**src/hw/rtl/lfuc_pkg.sv**
```systemverilog
`timescale 1ns / 1ps

package lfuc_pkg;

    // request codes
    localparam logic [2:0] OP_GET      = 3'd0;
    localparam logic [2:0] OP_PUT      = 3'd1;
    localparam logic [2:0] OP_ERASE    = 3'd2;
    localparam logic [2:0] OP_CONTAINS = 3'd3;
    localparam logic [2:0] OP_TICK     = 3'd4;

    // configuration register indexes
    localparam logic REG_CAPACITY    = 1'b0;
    localparam logic REG_DEFAULT_TTL = 1'b1;

    localparam int TIME_W  = 48;
    localparam int USES_W  = 32;
    localparam int STAT_W  = 32;
    localparam int TTL_W   = 32;
    localparam int FIELD_W = 64;

    typedef enum logic [2:0] {
        C_NOP      = 3'd0,
        C_TOUCH    = 3'd1,
        C_UPDATE   = 3'd2,
        C_KILL_HIT = 3'd3,
        C_KILL_MIN = 3'd4,
        C_INSERT   = 3'd5
    } t_cmd_op;

    // broadcast from the controller to every cell
    typedef struct packed {
        t_cmd_op             op;
        logic [TIME_W-1:0]   stamp;
        logic                expires;
        logic [TIME_W-1:0]   deadline;
    } t_cmd;

    // scan token handed from cell to cell
    typedef struct packed {
        logic                tv;
        logic                hit;
        logic                hexp;
        logic [TIME_W-1:0]   hdl;
        logic                free;
        logic                mok;
        logic [USES_W-1:0]   muses;
        logic [TIME_W-1:0]   mstamp;
    } t_tok;

endpackage

```
**src/hw/rtl/lfuc_cell.sv**
```systemverilog
`timescale 1ns / 1ps

module lfuc_cell #(
    parameter int KEY_BITS   = 64,
    parameter int VALUE_BITS = 64
) (
    input  logic                  i_clk,
    input  logic                  i_rst_n,
    input  lfuc_pkg::t_tok        i_tok,
    input  logic [VALUE_BITS-1:0] i_tval,
    output lfuc_pkg::t_tok        o_tok,
    output logic [VALUE_BITS-1:0] o_tval,
    input  lfuc_pkg::t_cmd        i_cmd,
    input  logic [KEY_BITS-1:0]   i_key,
    input  logic [VALUE_BITS-1:0] i_wval
);

    logic                          r_valid;
    logic                          r_first;
    logic [KEY_BITS-1:0]           r_key;
    logic [VALUE_BITS-1:0]         r_value;
    logic [lfuc_pkg::USES_W-1:0]   r_uses;
    logic [lfuc_pkg::TIME_W-1:0]   r_stamp;
    logic                          r_expires;
    logic [lfuc_pkg::TIME_W-1:0]   r_deadline;
    lfuc_pkg::t_tok                r_tok;
    logic [VALUE_BITS-1:0]         r_tval;

    lfuc_pkg::t_tok                n_tok;
    logic [VALUE_BITS-1:0]         n_tval;
    logic                          w_match;
    logic [lfuc_pkg::USES_W-1:0]   w_uses_inc;

    assign w_match    = r_valid && (r_key == i_key);
    assign w_uses_inc = (&r_uses) ? r_uses : r_uses + lfuc_pkg::USES_W'(1);

    always_comb begin
        n_tok  = i_tok;
        n_tval = i_tval;
        if (w_match) begin
            n_tok.hit  = 1'b1;
            n_tok.hexp = r_expires;
            n_tok.hdl  = r_deadline;
            n_tval     = r_value;
        end
        // keep the lowest count, oldest stamp on a tie
        if (r_valid && (!i_tok.mok || r_uses < i_tok.muses ||
                        (r_uses == i_tok.muses && r_stamp < i_tok.mstamp))) begin
            n_tok.mok    = 1'b1;
            n_tok.muses  = r_uses;
            n_tok.mstamp = r_stamp;
        end
        if (!r_valid) begin
            n_tok.free = 1'b1;
        end
    end

    always_ff @(posedge i_clk) begin
        if (!i_rst_n) begin
            r_tok <= '0;
        end else begin
            r_tok <= n_tok;
        end
        r_tval <= n_tval;
    end

    always_ff @(posedge i_clk) begin
        if (!i_rst_n) begin
            r_valid <= 1'b0;
            r_first <= 1'b0;
        end else begin
            // mark the first free cell the token passes
            if (i_tok.tv) begin
                r_first <= !r_valid && !i_tok.free;
            end
            case (i_cmd.op)
                lfuc_pkg::C_TOUCH: begin
                    if (w_match) begin
                        r_uses  <= w_uses_inc;
                        r_stamp <= i_cmd.stamp;
                    end
                end
                lfuc_pkg::C_UPDATE: begin
                    if (w_match) begin
                        r_value    <= i_wval;
                        r_expires  <= i_cmd.expires;
                        r_deadline <= i_cmd.deadline;
                        r_uses     <= w_uses_inc;
                        r_stamp    <= i_cmd.stamp;
                    end
                end
                lfuc_pkg::C_KILL_HIT: begin
                    if (w_match) begin
                        r_valid <= 1'b0;
                    end
                end
                lfuc_pkg::C_KILL_MIN: begin
                    if (r_valid && r_stamp == i_cmd.stamp) begin
                        r_valid <= 1'b0;
                    end
                end
                lfuc_pkg::C_INSERT: begin
                    if (r_first) begin
                        r_valid    <= 1'b1;
                        r_first    <= 1'b0;
                        r_key      <= i_key;
                        r_value    <= i_wval;
                        r_uses     <= lfuc_pkg::USES_W'(1);
                        r_stamp    <= i_cmd.stamp;
                        r_expires  <= i_cmd.expires;
                        r_deadline <= i_cmd.deadline;
                    end
                end
                default: begin
                end
            endcase
        end
    end

    assign o_tok  = r_tok;
    assign o_tval = r_tval;

endmodule

```
**config.mk**
```make
export PLATFORM = sky130hd
export DESIGN_NAME = lfuc_cell
export DESIGN_NICKNAME = d
export VERILOG_FILES = /design/src/hw/rtl/lfuc_pkg.sv /design/src/hw/rtl/lfuc_cell.sv
export SDC_FILE = /design/constraint.sdc
export NUM_CORES = 1
export LEC_CHECK = 0
export CAP_MARGIN = 15
export CELL_PAD_IN_SITES_DETAIL_PLACEMENT = 0
export CELL_PAD_IN_SITES_GLOBAL_PLACEMENT = 1
export CORE_AREA = 2 2 242 244
export DETAILED_ROUTE_END_ITERATION = 10
export DIE_AREA = 0 0 244 246
export DONT_BUFFER_PORTS = 1
export PLACE_DENSITY = 0.66
export SYNTH_ARGS = -nofsm -noshare
export SYNTH_HDL_FRONTEND = slang
export SYNTH_SLANG_ARGS = --single-unit
```
**constraint.sdc**
```tcl
create_clock -name i_clk -period 6.9 [get_ports i_clk]
set_clock_uncertainty 0.1 [all_clocks]
set_input_delay 0.69 -clock i_clk [delete_from_list [all_inputs] [get_ports i_clk]]
set_output_delay 0.69 -clock i_clk [all_outputs]
set_load 0.02 [all_outputs]
```
Yosys cells after proc, flatten, opt, wreduce, memory -nomap -nowiden
Cells that the tools add are included.
{"block": "op_classes", "eq_ne": 14, "addsub": 1, "reduce_logical": 20, "muxes": 27, "order_cmp": 2}
{"op": "2-to-1 mux 48 bit", "n": 4}
{"op": "2-to-1 mux 64 bit", "n": 3}
{"op": "case mux 48 bit (2 select lines)", "n": 2}
{"op": "case mux 64 bit (2 select lines)", "n": 1}
{"op": "2-to-1 mux 32 bit", "n": 3}
{"op": "2-to-1 mux 81 bit", "n": 1}
{"op": "equality test 64 bit", "n": 1}
{"op": "case mux 32 bit (2 select lines)", "n": 1}
{"op": "2-to-1 mux 50 bit", "n": 1}
{"op": "equality test 48 bit", "n": 1}
{"op": "less-than comparator 48 bit", "n": 1}
{"op": "adder 32 x 1 -> 32 bit, second input constant", "n": 1}
{"op": "equality test 32 bit", "n": 1}
{"op": "less-than comparator 32 bit", "n": 1}
{"op": "AND reduction 32 bit", "n": 1}
{"op": "AND reduction 4 bit", "n": 3}
{"op": "!= test 2 bit, second input constant", "n": 5}
{"op": "2-to-1 mux 1 bit", "n": 9}
{"op": "equality test 3 x 2 -> 1 bit, second input constant", "n": 2}
{"op": "equality test 3 bit, second input constant", "n": 2}
{"op": "logical AND 1 bit", "n": 5}
{"op": "AND reduction 5 bit", "n": 1}
{"op": "nonzero test 2 bit", "n": 2}
{"op": "equality test 3 x 1 -> 1 bit, second input constant", "n": 1}
{"op": "8 further kinds", "n": 11}
{"block": "word_totals", "in_bits": 427, "register_bits": 456, "output_inout_bits": 197}

Logic depth before layout (Yosys ltp)
{"block": "logic_depth", "depth_word": 5, "ltp_mapped": 11}

Worst setup path after synthesis
Ideal clock, no wire load.
{"block": "synth_path", "path_type": "input to register", "start": "in i_key[51]", "end": "reg r_deadline[0] in the netlist's numbering (enable)", "stages": 9, "arrival_ns": 4.789, "path_buffers": 2, "setup_slack_ns": 1.530, "cell_sequence": "nor2b_1 > a2111o_1 > nor4_1 > nand4_1 > nor4_1 > buf_2 > buf_6 > and4b_1 > o21a_1"}
{"block": "synth_between", "elab_chain_cells": 4}
{"item": "from (decl)", "line": "lfuc_cell.sv:14", "rtl": "input logic [KEY_BITS-1:0] i_key,"}
{"item": "equality test 64 bit", "line": "lfuc_cell.sv:34", "rtl": "assign w_match = r_valid && (r_key == i_key);"}
{"item": "logical AND 1 bit", "line": "lfuc_cell.sv:34"}
{"item": "!= test 2 bit (no source line)"}
{"item": "AND reduction 4 bit (no source line)"}
{"item": "to (signal assigned)", "line": "lfuc_cell.sv:87", "rtl": "r_deadline <= i_cmd.deadline;"}
{"item": "to (signal assigned)", "line": "lfuc_cell.sv:111", "rtl": "r_deadline <= i_cmd.deadline;"}
{"item": "to (decl)", "line": "lfuc_cell.sv:25", "rtl": "logic [lfuc_pkg::TIME_W-1:0] r_deadline;"}
No other way between the ends.
A chain may end at the register's enable or synchronous reset.

Worst setup path after layout
{"block": "layout_path", "start": "reg r_valid", "end": "reg r_value[22] (enable)"}
{"block": "layout_between", "elab_chain_cells": 3}
{"item": "from (decl)", "line": "lfuc_cell.sv:18", "rtl": "logic r_valid;"}
{"item": "from (signal assigned)", "line": "lfuc_cell.sv:69", "rtl": "r_valid <= 1'b0;"}
{"item": "from (signal assigned)", "line": "lfuc_cell.sv:94", "rtl": "r_valid <= 1'b0;"}
{"item": "from (signal assigned)", "line": "lfuc_cell.sv:99", "rtl": "r_valid <= 1'b0;"}
{"item": "logical AND 1 bit", "line": "lfuc_cell.sv:34"}
{"item": "!= test 2 bit (no source line)"}
{"item": "AND reduction 4 bit (no source line)"}
{"item": "to (signal assigned)", "line": "lfuc_cell.sv:85", "rtl": "r_value <= i_wval;"}
{"item": "to (signal assigned)", "line": "lfuc_cell.sv:107", "rtl": "r_value <= i_wval;"}
{"item": "to (decl)", "line": "lfuc_cell.sv:21", "rtl": "logic [VALUE_BITS-1:0] r_value;"}
No other way between the ends.

==> results_dict.tcl <==
set metrics [dict create \
    synthMostInstantiatedCell "edfxtp_1" \
    start_kind "flip-flop" \
    min_period_over_period 0.5683 \
    crit_buf_inv 3 \
    crit_top_cell "buf_4" \
    synth_enable_flop_cells 257 \
    placed_area_mm2 0.01980 \
    min_period_ns 3.921 \
    run_status "complete, no violations" \
    row_count 88 \
    synthTopCellsByCount "edfxtp_1 (257), nand2_1 (204), dfxtp_1 (199)" \
    grt_start_max_net_pins 221 \
    postRouteWirelength_um 56680 \
    io_pins 624 \
    hold_path_end "r_value[8]" \
    drtIter0Drc 681 \
    area_growth_pct 13.60 \
    r2r_cells 9 \
    cts_sinks 456 \
    synth.cell_area_mm2 0.01897 \
    synth_cell_types 47 \
    worst_ep_arrival_time_ns 4.04 \
    grt_usage 0.1810 \
    ys_warn_count 0 \
    worstHoldStart "i_wval[8]" \
    path_max_fanout 43 \
    peakVddDrop_uv 291.3 \
    dr.pass1.iters 5 \
    reg2reg_from "r_valid" \
    endpoint_kind "flip-flop" \
    tightest_slew_ns 0.9156 \
    root_buffer "clkbuf_16" \
    critPathSlowestCell "buf_4" \
    ys.flop_type "edfxtp_1" \
    drc_errors 0 \
    vias 11260 \
    ant_nets 0 \
    cap_violations 0 \
    numCtsBuffers 51 \
    fmax_ghz 0.2550 \
    ys_seq_area_frac 0.6167 \
    synth.area.top_cells "edfxtp_1 (41%), dfxtp_1 (21%), mux2i_1 (6.8%)" \
    drive_above_1_share 0.08662 \
    cp_slowest_stage_delay_ns 0.57 \
    setup_tns_ns 0 \
    yosys.area.top_type "edfxtp_1" \
    grt_pass1_wl_um 79410 \
    fp.dieH_um 246 \
    hold_violations 0 \
    core_area_mm2 0.05737 \
    dieArea_mm2 0.06002 \
    finalWeightedCongestion 0.8727 \
    netlist.area_leader.share 0.4067 \
    synth_nets 2019 \
    antenna_found_initial 11 \
    clk_pin_slew_worst_paths_ns 0.06 \
    clk_path_buf_depth 3 \
    postSynthCellCount 1512 \
    maxSlewHeadroom 0.3896 \
    fin_util 0.3757 \
    async_flop_share 0 \
    report.final.setup_viol 0 \
    required_ns 7.02 \
    via_per_inst 4.809 \
    grt-ovfl-total 0 \
    dieWidth_um 244 \
    start_util 0.3308 \
    p_per_area_mw_per_mm2 283.4 \
    hold_depth 0 \
    cp_cell_sequence "inv_1 -> a211o_1 -> nor4_1 -> nand4_1 -> nor4_2 -> buf_4 -> and4b_1 -> o21a_4 -> buf_4" \
    post-route-cell-area_mm2 0.02155 \
    insertion_delay_ns 0.58 \
    grt_pass1_vias 11400 \
    cts_setup_buffers 0 \
    numPortBuffers 0 \
    p_total_uw 6108 \
    hold_path_class "in -> reg" \
    syn_area_per_cell_um2 12.55 \
    cp_top_family "buffers and inverters" \
    worstSetupPathType "reg -> reg" \
    rsz0062_at_grt "false" \
    p_leak_uw 0.008519 \
    ctsHtreeMaxLevel 2 \
    ys_ff_latch 456 \
    maxSlewViolCount 0 \
    r2r-end "r_value[22]" \
    cts_tree "yes" \
    wl_per_cell_um 24.21 \
    cts_hold_buffers 0 \
    startpoint "r_valid" \
    worst-r2r-setup-slack_ns 2.98 \
    dp_hpwl_um 44210 \
    nNetsFinal 2034 \
    ctsResizeCount 0 \
]
## cell type report
type / instances / area (um2)
fillers: 5506 / 35810
flip-flops and latches: 456 / 11700
multi-input cells: 903 / 6665
clock buffers: 70 / 1481
well taps: 765 / 957.2
inverters: 104 / 390.4
clock inverters: 26 / 261.5
repair buffers: 11 / 82.58
diodes: 6 / 15.01
## worst reg2reg max path: cells and delay by family, from the launching register on
kind | cells | cell delay, ns
flip-flops | 1 | 0.45
AO/OA/AOI/OAI | 2 | 0.80
buffers and inverters | 3 | 1.22
AND/OR/NAND/NOR | 4 | 0.98
## cell families (layout without fill, tap and decap cells)
kind of cell | after synthesis | count (layout) | synth area share
compound gates | 97 | 97 | 0.03350
xor+xnor | 117 | 117 | 0.05401
fa+ha+maj | 80 | 80 | 0.05275
buf+inv | 153 | 211 | 0.03363
flops | 456 | 456 | 0.6167
mux | 193 | 193 | 0.1060
other cells | 0 | 6 | 0
simple gates | 416 | 416 | 0.1034
## cell usage in the layout, fill, tap and decap left out, types with 3 or more instances in the layout
cell type / netlist / layout
xnor2_1: 57 / 57
inv_1: 104 / 104
nor4_1: 20 / 19
mux2i_1: 129 / 129
nand2b_1: 6 / 6
nand2_1: 204 / 204
clkbuf_16: 0 / 54
o2111ai_1: 3 / 3
and4_1: 4 / 4
a21o_1: 4 / 4
and2_1: 4 / 4
inv_4: 0 / 4
nor2_1: 47 / 46
xor2_1: 60 / 60
clkbuf_8: 0 / 7
nand3_1: 19 / 19
o21a_1: 5 / 3
nor3_1: 4 / 4
mux2_1: 29 / 29
nor2b_1: 63 / 63
nand4_1: 29 / 29
clkinv_2: 0 / 7
clkinv_1: 0 / 3
o21ai_0: 17 / 17
ha_1: 80 / 80
a21oi_1: 34 / 33
bufinv_16: 0 / 3
o22ai_1: 7 / 7
o221ai_1: 3 / 3
inv_6: 0 / 4
clkbuf_1: 28 / 9
and3_1: 11 / 10
a2111o_1: 3 / 3
mux2_2: 35 / 35
buf_4: 5 / 11
edfxtp_1: 257 / 257
diode_2: 0 / 6
a221oi_1: 6 / 6
dfxtp_1: 199 / 199
## how the worst max path moves through the flow
| stage | endpoint | slack [ns] | cells after the start |
|---|---|---|---|
| 2_1_floorplan | r_deadline[0] | 1.53 | 9 |
| 3_3_place_gp | r_deadline[42] | 2.68 | 9 |
| 3_5_place_dp | r_deadline[27] | 2.68 | 9 |
| 4_1_cts | r_value[22] | 2.92 | 9 |
| 5_1_grt | r_value[22] | 2.70 | 9 |
| 6_report | r_value[22] | 2.98 | 9 |
## power breakdown
part / internal [uW] / switching [uW]
clock: 1640 / 1150
sequential: 2950 / 145
combinational: 109 / 116
## per-stage QoR
stage	std cells	hold WS [ns]	worst slack (ns)
CTS	2335	0.03789	2.924
detailed placement	2239	0.3429	2.684
floorplan	1512	0.3321	1.530
finish	2341	0.08752	2.979
global route	2336	0.04251	2.702
global placement	2239	0.3372	2.676
## flip-flops by register name, summed over array words and instances, names as in the netlist
name / cells
r_value: 64
r_deadline: 48
r_expires: 1
r_valid: 1
r_key: 64
r_first: 1
r_uses: 32
o_tval: 64
r_stamp: 48
o_tok: 133
## metal layers
| metal | track usage | part of all wire | up-vias |
|---|---|---|---|
| li1 | - | - | 5333 |
| met3 | 0.06895 | 0.089 | 99 |
| met4 | 0.06474 | 0.035 | 8 |
| met1 | 0.2071 | 0.38 | 5345 |
| met2 | 0.3083 | 0.49 | 472 |
| met5 | 0 | 0.00092 | - |
No activity file was read; power rests on OpenSTA's default activity.
